<file path="src/design/shelf_rectangle_packer_unit_defines.svh">
// Assertion macros for the shelf rectangle packer.
`ifndef SHELF_RECTANGLE_PACKER_UNIT_DEFINES_SVH
`define SHELF_RECTANGLE_PACKER_UNIT_DEFINES_SVH

// same-cycle implication, checked outside reset
`define SRP_ASSERT_NOW(label, ante, cons, msg) \
    label: assert property (@(posedge aclk) disable iff (!aresetn) (ante) |-> (cons)) \
        else $error(msg);

// next-cycle implication, checked outside reset
`define SRP_ASSERT_NEXT(label, ante, cons, msg) \
    label: assert property (@(posedge aclk) disable iff (!aresetn) (ante) |=> (cons)) \
        else $error(msg);

`endif

</file>
<file path="src/design/srp_pkg.sv">
// Types and constants shared by the shelf rectangle packer modules.
package srp_pkg;

    localparam int DIM_BITS   = 13;
    localparam int DIM_W      = DIM_BITS + 1;
    localparam int CUR_W      = DIM_W + 1;
    localparam int SUM_W      = DIM_W + 3;
    localparam int PAD_W      = 8;
    localparam int PIDX_W     = 8;
    localparam int PAGES_W    = 9;
    localparam int STATUS_W   = 2;
    localparam int CFG_IDX_W  = 2;
    localparam int CFG_DATA_W = DIM_W;
    localparam int S_TDATA_W  = 32;
    localparam int M_TDATA_W  = 80;

    localparam logic CMD_RESERVE = 1'b0;
    localparam logic CMD_CLEAR   = 1'b1;

    localparam logic [STATUS_W-1:0] STATUS_OK        = 2'd0;
    localparam logic [STATUS_W-1:0] STATUS_TOO_LARGE = 2'd1;
    localparam logic [STATUS_W-1:0] STATUS_NO_PAGE   = 2'd2;

    localparam logic [CFG_IDX_W-1:0] CFG_PAGE_WIDTH  = 2'd0;
    localparam logic [CFG_IDX_W-1:0] CFG_PAGE_HEIGHT = 2'd1;
    localparam logic [CFG_IDX_W-1:0] CFG_PAD_X       = 2'd2;
    localparam logic [CFG_IDX_W-1:0] CFG_PAD_Y       = 2'd3;

    localparam logic [DIM_W-1:0] PAGE_DIM_RESET = 14'd2048;

    typedef struct packed {
        logic [DIM_W-1:0] page_width;
        logic [DIM_W-1:0] page_height;
        logic [PAD_W-1:0] pad_x;
        logic [PAD_W-1:0] pad_y;
    } cfg_t;

    typedef struct packed {
        logic [CUR_W-1:0] cursor_x;
        logic [CUR_W-1:0] cursor_y;
        logic [DIM_W-1:0] row_height;
    } cursor_t;

    // first member is the top of the word, so page_index lands in the low bits
    typedef struct packed {
        logic [STATUS_W-1:0] status;
        logic [PAGES_W-1:0]  pages_in_use;
        logic                opened_page;
        logic [DIM_W-1:0]    placed_height;
        logic [DIM_W-1:0]    placed_width;
        logic [DIM_W-1:0]    pos_y;
        logic [DIM_W-1:0]    pos_x;
        logic [PIDX_W-1:0]   page_index;
    } result_t;

    localparam int RESULT_W = $bits(result_t);

endpackage

</file>
<file path="src/design/shelf_rectangle_packer_unit.sv">
// Shelf rectangle packer top level: config registers, packer state and output buffering.
// Next-fit shelf packer for atlas pages. Takes one transaction per clock while s_tready
// is high and registers its result; every request, including a clear, yields exactly
// one result. The rate is set by the cursor/row/page-count feedback loop, which is
// combinational and registered when a request commits. An output register backed by a
// skid stage lets a new request be taken while a result waits; s_tready drops only when
// both are full. The user must write configuration through cfg_wr_en/cfg_index/cfg_wdata
// only while no request is in flight; the block does not enforce this. PAGE_LIMIT sets
// the number of pages available before status reports out of pages.
`include "shelf_rectangle_packer_unit_defines.svh"

module shelf_rectangle_packer_unit #(
    parameter int PAGE_LIMIT = 256
) (
    input  logic                              aclk,
    input  logic                              aresetn,

    input  logic                              cfg_wr_en,
    input  logic [srp_pkg::CFG_IDX_W-1:0]     cfg_index,
    input  logic [srp_pkg::CFG_DATA_W-1:0]    cfg_wdata,

    input  logic                              s_tvalid,
    output logic                              s_tready,
    // req_width [13:0], req_height [27:14], zero [31:28]
    input  logic [srp_pkg::S_TDATA_W-1:0]     s_tdata,
    // command [0]
    input  logic                              s_tuser,

    output logic                              m_tvalid,
    input  logic                              m_tready,
    // page_index [7:0], pos_x [21:8], pos_y [35:22], placed_width [49:36],
    // placed_height [63:50], opened_page [64], pages_in_use [73:65],
    // status [75:74], zero [79:76]
    output logic [srp_pkg::M_TDATA_W-1:0]     m_tdata
);
    import srp_pkg::*;

    localparam int PCW = $clog2(PAGE_LIMIT + 1);

    cfg_t             cfg_reg;
    cursor_t          cursor_reg;
    cursor_t          cursor_next;
    logic [PCW-1:0]   page_count_reg;
    logic [PCW-1:0]   page_count_next;
    logic             commit;
    result_t          place_res;

    result_t          out_data_reg;
    logic             out_valid_reg;
    result_t          skid_data_reg;
    logic             skid_valid_reg;

    logic             push;
    logic             pop;

    assign s_tready = !skid_valid_reg;
    assign push     = s_tvalid && s_tready;
    assign pop      = out_valid_reg && m_tready;
    assign m_tvalid = out_valid_reg;
    assign m_tdata  = {(M_TDATA_W - RESULT_W)'(0), out_data_reg};

    srp_place #(
        .PAGE_LIMIT (PAGE_LIMIT),
        .PCW        (PCW)
    ) u_place (
        .cfg             (cfg_reg),
        .cur             (cursor_reg),
        .page_count      (page_count_reg),
        .command         (s_tuser),
        .req_width       (s_tdata[DIM_W-1:0]),
        .req_height      (s_tdata[2*DIM_W-1:DIM_W]),
        .res             (place_res),
        .cursor_next     (cursor_next),
        .page_count_next (page_count_next),
        .commit          (commit)
    );

    always_ff @(posedge aclk) begin
        if (!aresetn) begin
            cfg_reg.page_width  <= PAGE_DIM_RESET;
            cfg_reg.page_height <= PAGE_DIM_RESET;
            cfg_reg.pad_x       <= '0;
            cfg_reg.pad_y       <= '0;
        end else if (cfg_wr_en) begin
            case (cfg_index)
                CFG_PAGE_WIDTH:  cfg_reg.page_width  <= cfg_wdata;
                CFG_PAGE_HEIGHT: cfg_reg.page_height <= cfg_wdata;
                CFG_PAD_X:       cfg_reg.pad_x       <= cfg_wdata[PAD_W-1:0];
                CFG_PAD_Y:       cfg_reg.pad_y       <= cfg_wdata[PAD_W-1:0];
                default: begin
                end
            endcase
        end
    end

    always_ff @(posedge aclk) begin
        if (!aresetn) begin
            cursor_reg     <= '0;
            page_count_reg <= '0;
        end else if (push && commit) begin
            cursor_reg     <= cursor_next;
            page_count_reg <= page_count_next;
        end
    end

    always_ff @(posedge aclk) begin
        if (!aresetn) begin
            out_valid_reg  <= 1'b0;
            skid_valid_reg <= 1'b0;
        end else begin
            if (!out_valid_reg || pop) begin
                if (skid_valid_reg) begin
                    out_valid_reg  <= 1'b1;
                    skid_valid_reg <= 1'b0;
                end else begin
                    out_valid_reg  <= push;
                end
            end else if (push) begin
                skid_valid_reg <= 1'b1;
            end
        end
    end

    always_ff @(posedge aclk) begin
        if (!out_valid_reg || pop) begin
            if (skid_valid_reg) begin
                out_data_reg <= skid_data_reg;
            end else if (push) begin
                out_data_reg <= place_res;
            end
        end else if (push) begin
            skid_data_reg <= place_res;
        end
    end

    `SRP_ASSERT_NOW(a_skid_behind_out, skid_valid_reg, out_valid_reg, "skid full with output empty")
    `SRP_ASSERT_NOW(a_page_bound, 1'b1, page_count_reg <= PCW'(PAGE_LIMIT), "page count past limit")
    `SRP_ASSERT_NEXT(a_clear_empties, push && (s_tuser == CMD_CLEAR), page_count_reg == '0, "clear left pages open")
    `SRP_ASSERT_NEXT(a_reject_holds, push && !commit, $stable(page_count_reg) && $stable(cursor_reg), "rejected request moved state")

endmodule

</file>
<file path="src/design/srp_place.sv">
// Placement logic: one request against the cursor state, giving the result and next state.
module srp_place #(
    parameter int PAGE_LIMIT = 256,
    parameter int PCW        = $clog2(PAGE_LIMIT + 1)
) (
    input  srp_pkg::cfg_t                   cfg,
    input  srp_pkg::cursor_t                cur,
    input  logic [PCW-1:0]                  page_count,
    input  logic                            command,
    input  logic [srp_pkg::DIM_W-1:0]       req_width,
    input  logic [srp_pkg::DIM_W-1:0]       req_height,
    output srp_pkg::result_t                res,
    output srp_pkg::cursor_t                cursor_next,
    output logic [PCW-1:0]                  page_count_next,
    output logic                            commit
);
    import srp_pkg::*;

    logic [SUM_W-1:0] end_x;
    logic [SUM_W-1:0] wrap_y;
    logic [SUM_W-1:0] y_sel;
    logic [SUM_W-1:0] end_y;
    logic [SUM_W-1:0] y_fin;
    logic [CUR_W-1:0] x_sel;
    logic [CUR_W-1:0] x_fin;
    logic [DIM_W-1:0] row_sel;
    logic [DIM_W-1:0] row_fin;
    logic [PCW-1:0]   pc_new;
    logic             too_big;
    logic             first;
    logic             wrap;
    logic             need_page;
    logic             full;
    logic             opened;

    always_comb begin
        too_big   = (req_width > cfg.page_width) || (req_height > cfg.page_height);
        first     = (page_count == '0);

        // end of row
        end_x     = SUM_W'(cur.cursor_x) + SUM_W'(req_width);
        wrap      = !first && (end_x > SUM_W'(cfg.page_width));
        wrap_y    = SUM_W'(cur.cursor_y) + SUM_W'(cur.row_height) + SUM_W'(cfg.pad_y);
        y_sel     = wrap ? wrap_y : SUM_W'(cur.cursor_y);
        x_sel     = wrap ? '0 : cur.cursor_x;
        row_sel   = wrap ? '0 : cur.row_height;

        // bottom of page
        end_y     = y_sel + SUM_W'(req_height);
        need_page = !first && (end_y > SUM_W'(cfg.page_height));
        full      = need_page && (page_count >= PCW'(PAGE_LIMIT));
        opened    = first || need_page;

        x_fin     = opened ? '0 : x_sel;
        y_fin     = opened ? '0 : y_sel;
        row_fin   = opened ? '0 : row_sel;
        pc_new    = opened ? page_count + PCW'(1) : page_count;

        res             = '0;
        cursor_next     = cur;
        page_count_next = page_count;
        commit          = 1'b0;

        if (command == CMD_CLEAR) begin
            cursor_next     = '0;
            page_count_next = '0;
            commit          = 1'b1;
        end else if (too_big) begin
            res.status       = STATUS_TOO_LARGE;
            res.pages_in_use = PAGES_W'(page_count);
        end else if (full) begin
            res.status       = STATUS_NO_PAGE;
            res.pages_in_use = PAGES_W'(page_count);
        end else begin
            commit                 = 1'b1;
            page_count_next        = pc_new;
            res.status             = STATUS_OK;
            res.page_index         = PIDX_W'(pc_new - PCW'(1));
            res.pos_x              = DIM_W'(x_fin);
            res.pos_y              = DIM_W'(y_fin);
            res.placed_width       = req_width;
            res.placed_height      = req_height;
            res.opened_page        = opened;
            res.pages_in_use       = PAGES_W'(pc_new);
            cursor_next.cursor_x   = CUR_W'(SUM_W'(x_fin) + SUM_W'(req_width)
                                            + SUM_W'(cfg.pad_x));
            cursor_next.cursor_y   = CUR_W'(y_fin);
            cursor_next.row_height = (row_fin > req_height) ? row_fin : req_height;
        end
    end

endmodule

</file>
<file path="config.mk">
export PLATFORM = sky130hd
export DESIGN_NAME = shelf_rectangle_packer_unit
export DESIGN_NICKNAME = d
export VERILOG_FILES = /design/src/design/srp_pkg.sv /design/src/design/shelf_rectangle_packer_unit.sv /design/src/design/srp_place.sv
export VERILOG_INCLUDE_DIRS = /design/src /design/src/design
export SDC_FILE = /design/constraint.sdc
export NUM_CORES = 1
export LEC_CHECK = 0
export BUFFER_PORTS_ARGS = -buffer_cell sky130_fd_sc_hd__buf_2
export CAP_MARGIN = 20
export CORE_UTILIZATION = 30
export DETAILED_ROUTE_END_ITERATION = 10
export PLACE_DENSITY = 0.54
export SYNTH_ARGS = -nofsm -noshare
export SYNTH_HDL_FRONTEND = slang
export SYNTH_SLANG_ARGS = --single-unit
</file>
<file path="constraint.sdc">
create_clock -name aclk -period 18.15 [get_ports aclk]
set_input_delay 3.63 -clock aclk [delete_from_list [all_inputs] [get_ports aclk]]
set_output_delay 3.63 -clock aclk [all_outputs]
set_load 0.02 [all_outputs]
</file>
Word-level counts from Yosys, hierarchy flattened
Index checks and enable logic that the tools add are counted.
- bits in registers: 251
- bits of input ports: 54
- word-level logic and storage cells: 95
- add/sub/neg operators: 8
- magnitude comparators: 6
- eq/ne operators: 5
- muxes and demuxes: 25
- bitwise gates (word level): 2
- reductions and logical operators: 23
- operators with widths (operator ; count):
    76-bit 2-to-1 mux ; 3
    44-bit 2-to-1 mux ; 3
    65-bit 2-to-1 mux ; 2
    15-bit 2-to-1 mux ; 3
    14-bit greater-than comparator ; 3
    14-bit 2-to-1 mux ; 3
    9-bit 2-to-1 mux ; 4
    17-bit by 14-bit greater-than comparator with 1-bit output ; 2
    15-bit by 14-bit adder with 16-bit output ; 2
    11-bit 2-to-1 mux ; 2
    17-bit by 14-bit adder with 17-bit output ; 1
    17-bit by 8-bit adder with 17-bit output ; 1
    17-bit 2-to-1 mux ; 1
    15-bit by 14-bit adder with 15-bit output ; 1
    15-bit by 8-bit adder with 15-bit output ; 1
    2-bit AND reduction ; 6
    9-bit by 1-bit adder with 9-bit output (second input constant) ; 1
    9-bit greater-or-equal comparator (second input constant) ; 1
    9-bit logical NOT ; 1
    8-bit by 1-bit subtractor with 8-bit output (second input constant) ; 1
    1-bit logical AND ; 6
    2-bit == test (second input constant) ; 2
    1-bit 2-to-1 mux ; 4
    2-bit != test (second input constant) ; 2
    other kinds (8) ; 13

Longest topological paths before layout
- depth in word-level cells: 15
- mapped depth: 62
- gate-level depth less buffers: 58

Cells and area by module
From an unflattened synthesis, not the netlist that was laid out.
- cell total of the unflattened synthesis: 1644
- area total of the unflattened synthesis: 16375.7 sq um
- by module, submodules not included (module ; instances ; cells an instance ; area each (sq um)):
    shelf_rectangle_packer_unit ; 1 ; 641 ; 9344.0
    srp_place ; 1 ; 1003 ; 7031.7

Worst setup path after synthesis
Ideal clock, no wire load.
- path kind: input to register
- from: input s_tdata[0] (netlist name)
- to: register cursor_reg[43] (netlist name)
- arrival time: 14.055 ns
- data required time: 18.076 ns
- path slack: 4.020 ns
- stages: 60
- buffers on the path: 4
- cell sequence: ha_1 -> fa_1 -> a21oi_1 -> o21ai_0 -> o31a_1 -> nor2_1 -> nor2_1 -> nor2_1 -> o21ai_0 -> a21oi_1 -> nor2_1 -> nor2_1 -> xnor2_1 -> ha_1 -> nand4_1 -> a211oi_1 -> nor4b_1 -> o22ai_1 -> (+24 left out) -> buf_2 -> nand2_1 -> fa_1 -> inv_1 -> ha_1 -> a21o_1 -> a21o_1 -> a21o_1 -> a21oi_1 -> nand2b_1 -> a21boi_0 -> o31a_1 -> o41ai_1 -> o21bai_1 -> a21oi_1 -> xor2_1 -> a211o_1 -> a31oi_1
- longest elaborated chain between the ends: 14
- ends and longest elaborated chain (what ; line ; text):
    from (decl) ; shelf_rectangle_packer_unit.sv:25 ; input logic [srp_pkg::S_TDATA_W-1:0] s_tdata,
    15-bit by 14-bit adder with 16-bit output ; srp_place.sv:41 ; end_x = SUM_W'(cur.cursor_x) + SUM_W'(req_width);
    17-bit by 14-bit greater-than comparator with 1-bit output ; srp_place.sv:42 ; wrap = !first && (end_x > SUM_W'(cfg.page_width));
    1-bit logical AND ; srp_place.sv:42 ;
    17-bit 2-to-1 mux ; srp_place.sv:44 ; y_sel = wrap ? wrap_y : SUM_W'(cur.cursor_y);
    17-bit by 14-bit adder with 17-bit output ; srp_place.sv:49 ; end_y = y_sel + SUM_W'(req_height);
    17-bit by 14-bit greater-than comparator with 1-bit output ; srp_place.sv:50 ; need_page = !first && (end_y > SUM_W'(cfg.page_height));
    1-bit logical AND ; srp_place.sv:50 ;
    1-bit logical OR ; srp_place.sv:52 ; opened = first || need_page;
    15-bit 2-to-1 mux ; srp_place.sv:54 ; x_fin = opened ? '0 : x_sel;
    15-bit by 14-bit adder with 15-bit output ; srp_place.sv:85 ; cursor_next.cursor_x = CUR_W'(SUM_W'(x_fin) + SUM_W'(req_width)
    15-bit by 8-bit adder with 15-bit output ; srp_place.sv:86 ; + SUM_W'(cfg.pad_x));
    44-bit 2-to-1 mux ; srp_place.sv:71 ; end else if (full) begin
    44-bit 2-to-1 mux ; srp_place.sv:68 ; end else if (too_big) begin
    44-bit 2-to-1 mux ; srp_place.sv:64 ; if (command == CMD_CLEAR) begin
    to (signal assigned) ; shelf_rectangle_packer_unit.sv:101 ; cursor_reg <= cursor_next;
    to (decl) ; shelf_rectangle_packer_unit.sv:41 ; cursor_t cursor_reg;
Parallel ways exist; a longest one is shown, timed or not. The select of a mux whose other input is x is not followed.
A chain may end at the register's enable or synchronous reset.

Worst setup path after layout
Same ends and word-level chain as after synthesis.

==> impl.org <==
** Detailed routing
- In the routed design, unresolved DRC markers number 0.
- Ratio of routed vias to standard cells :: 4.94
- The first detailed-routing pass ran for 5 iterations.
- Summed over all layers, the routed wires come to 42000 um.
- In this run the remaining antenna-violating nets after routing total 0.
- Dividing the detail-routed wire length by the instance count gives 18.0 um.
- The first routing iteration left 685 violations.
- The routed layout has 11534 vias.

** Floorplanning
- Die height :: 227 um
- Boundary Pins :: 136
- Once the floorplan was initialized, standard cells occupied 30.4% of the core.
- The die covers 51700 um^2.
- Floorplan core area :: 50200 um^2
- After floorplanning, the core was divided into 82 placement rows.
- Die Span X :: 227 um

** Status
- Status :: completed

** Logic synthesis
- Counting flops with a built-in enable in the synthesized netlist gives 152.
- The biggest area contributor in the post-synthesis netlist is sky130_fd_sc_hd__edfxtp_1.
- Summed instance area of the synthesized netlist :: 15300 um^2
- Netlist cell types :: 81
- Share of the yosys chip area belonging to registers :: 42.9%
- Synth area leaders :: sky130_fd_sc_hd__edfxtp_1, sky130_fd_sc_hd__dfxtp_1, sky130_fd_sc_hd__ha_1
- Mean area per synthesized cell :: 9.99 um^2
- Prevailing post-synth register cell :: sky130_fd_sc_hd__edfxtp_1
- Area share of the leading cell type in the synthesized netlist :: 29.9%
- Syn Inst Count :: 1527
- The synthesized design contains 251 register bits.
- After synthesis, the share of flip-flops with an asynchronous set or reset is 0%.
- During synthesis, Yosys emitted a total of 0 warnings.

** Global routing
- The number of global-route vias before repair is 11268.
- After global routing the overflow that remains totals 0.
- In the global route stage, overall resource usage came out at 16.2%.
- Entering global routing, the biggest net connects 77 pins.
- Wire length of the first global-routing pass :: 64600 um
- The initial antenna violation count came to 11.

** Place
- The wire-length estimate of the detail-placed layout is 31800 um.
- The count of buffers added on input and output ports is 127.
- Placed Instance Area :: 16500 um^2
- The number of placed instances, taps included, is 2274.
- At the end of routability-driven placement, the weighted congestion stood at 0.867.

** Critical path
- Data arrival time of the worst path :: 16.48 ns
- The cell that appears most often on the critical path is sky130_fd_sc_hd__a21oi_1.
- The worst setup path is of the in2reg kind.
- For this run, the slowest stage of the critical path takes 0.63 ns.
- Tracing the worst setup path back leads to its startpoint at s_tdata[0].
- Highest-delay cell along the critical path :: sky130_fd_sc_hd__o21a_1
- The startpoint identified for the worst register-to-register timing path is cursor_reg[29]$_SDFFE_PN0P_.
- Together, buffers and inverters on the worst path number 3.
- On the critical path the largest part of the delay comes from compound AO/OA/AOI/OAI gates.
- STA classifies the critical path startpoint as an input pin.
- Along the worst path, the maximum fanout reaches 26.
- For the worst setup path, the data required time is 18.62 ns.
- Sort of element at the end of the critical path :: flop

** Clock network
- Number of buffers added for setup after CTS :: 0
- Clock tree synthesis found a total of 251 sinks.
- CTS built an H-tree with a depth of 1.
- The clock reaches the later pin of the worst-skew pair after 0.55 ns.
- The number of gates resized after CTS was 0.
- No sink is reached through more buffers than the 3 on the longest clock path.
- Number of CTS-inserted buffers :: 28
- CTS Root Buffer Type :: sky130_fd_sc_hd__clkbuf_16
- The number of hold buffers added after CTS was 0.
- TritonCTS clock tree :: done
- Clock transition at the register clock pins on the worst setup and hold paths after CTS :: 0.06 ns

** Final layout
- The net count of the finished layout is 1845.
- Most frequent standard cell in the layout excluding fill and tap cells :: sky130_fd_sc_hd__nand2_1
- Of the cells placed in the final design, the portion with a size suffix greater than 1 is 15.9%.
- The finished layout holds 2333 standard cells, fillers aside.
- Top library cells by usage in the layout, fill and taps aside :: sky130_fd_sc_hd__nand2_1, sky130_fd_sc_hd__edfxtp_1, sky130_fd_sc_hd__ha_1, sky130_fd_sc_hd__buf_2, sky130_fd_sc_hd__nor2_1
- Compared with the post-synthesis result, the final layout area differs by 14.6%.
- Design area :: 17500 um^2

** Timing
- The max-slew violation total from the final report is 0.
- Crit share post-route :: 88.2%
- Final hold analysis gives a worst-case slack of 0.456 ns.
- For the pin with the worst max-slew slack, the measured transition is 1.06 ns.
- Setup repair after global routing left no endpoint under its margin.
- On the final layout, the worst clock skew is 0.0175 ns.
- Derived from the worst setup path, the maximum achievable clock frequency is 0.0625 GHz.
- Setup violations remaining at the end of the flow were counted as 0.
- Final Hold Viols :: 0
- Post-route setup TNS :: 0 ns
- The smallest clock period supported by the final layout is computed as 16.01 ns.
- Worst slew margin :: 29.1%

** Pwr
- Worst VDD drop :: 50.1 uV
- Power density cells :: 76.1 nW/um^2
- For this design the static power due to leakage is 7.42 nW.

** Min path
- Start point of the worst hold path :: cfg_reg[18]$_SDFFE_PN0P_
- Type of the tightest min-delay check :: reg2reg

** Flow run
- The tool flagged a number of max-cap violations equal to 0.
## layer usage
layer	track usage, %	wire length, um	vias to the layer above
li1	-	-	5722
met1	22.5	20300	5503
met2	25.6	18400	232
met3	3.27	2320	67
met4	4.31	847	10
met5	0	62	-
## where the power goes
part	switching, mW	total (mW)	internal, mW
sequential	0.00675	0.629	0.622
combinational	0.0981	0.147	0.0493
clock	0.227	0.555	0.327
## final cells by class
class	count	area, um^2
fill	5030	32700
multi-input combinational	1117	8060
sequential	251	6550
tap	672	841
clock buffer	39	783
timing repair buffer	142	773
inverter	94	353
clock inverter	13	111
antenna	5	12.5
## cells by family after synthesis
kind of cell	count (synthesis)	share of synthesized area (%)
AOI/OAI and AO/OA	356	15.7
muxes	67	4.78
and+or+nand+nor	465	14.7
adders and majority gates	157	13.5
DFF	251	42.9
buffers and inverters	162	4.43
xor gates and xnor gates	68	4.00
other	1	0.0246
## path summary, 6_finish.rpt
check,end,slack [ns],cells after the start
worst max-delay path,cursor_reg[43]$_SDFFE_PN0P_,2.14,58
worst min-delay path,cfg_reg[18]$_SDFFE_PN0P_,0.46,2
worst max register to register,cursor_reg[43]$_SDFFE_PN0P_,5.03,57
worst min register to register,cfg_reg[18]$_SDFFE_PN0P_,0.46,2
## cells in the mapped netlist (6+ instances only)
library cell	number
sky130_fd_sc_hd__buf_2	8
sky130_fd_sc_hd__o21bai_1	8
sky130_fd_sc_hd__buf_4	9
sky130_fd_sc_hd__mux2_2	47
sky130_fd_sc_hd__nor2_1	113
sky130_fd_sc_hd__nand2b_1	12
sky130_fd_sc_hd__and2_1	48
sky130_fd_sc_hd__nand3_1	31
sky130_fd_sc_hd__fa_1	13
sky130_fd_sc_hd__clkbuf_1	47
sky130_fd_sc_hd__dfxtp_1	99
sky130_fd_sc_hd__o211ai_1	8
sky130_fd_sc_hd__a21oi_1	107
sky130_fd_sc_hd__inv_1	93
sky130_fd_sc_hd__a22oi_1	14
sky130_fd_sc_hd__nor2b_1	11
sky130_fd_sc_hd__ha_1	144
sky130_fd_sc_hd__and3_1	24
sky130_fd_sc_hd__o31ai_1	33
sky130_fd_sc_hd__xnor2_1	38
sky130_fd_sc_hd__o21ai_0	48
sky130_fd_sc_hd__nand2_1	157
sky130_fd_sc_hd__o21a_1	15
sky130_fd_sc_hd__a31oi_1	7
sky130_fd_sc_hd__a22o_1	14
sky130_fd_sc_hd__xor2_1	28
sky130_fd_sc_hd__edfxtp_1	152
sky130_fd_sc_hd__nand4_1	19
sky130_fd_sc_hd__mux2i_1	20
sky130_fd_sc_hd__o211a_1	6
sky130_fd_sc_hd__nor3_1	18
sky130_fd_sc_hd__a21o_1	43
## worst reg2reg max path, delay by kind of cell (launching register included)
| family | cells | cell delay [ns] |
|---|---|---|
| xor+xnor | 3 | 0.48 |
| simple gates | 14 | 2.02 |
| compound gates | 31 | 7.51 |
| buf+inv | 2 | 0.30 |
| fa+ha+maj | 7 | 2.40 |
| flops | 1 | 0.34 |
## stage by stage
step | power [mW] | setup slack, ns | utilization (%)
4_1_cts | 1.35 | 2.18 | 34.7
3_5_place_dp | 0.789 | 1.67 | 32.9
2_1_floorplan | 0.736 | 4.02 | -
6_report | 1.33 | 2.14 | 34.8
5_1_grt | 1.38 | 1.21 | 34.8
3_3_place_gp | 0.786 | 1.81 | 32.9
Note: power is estimated with default switching activity, not from simulation.
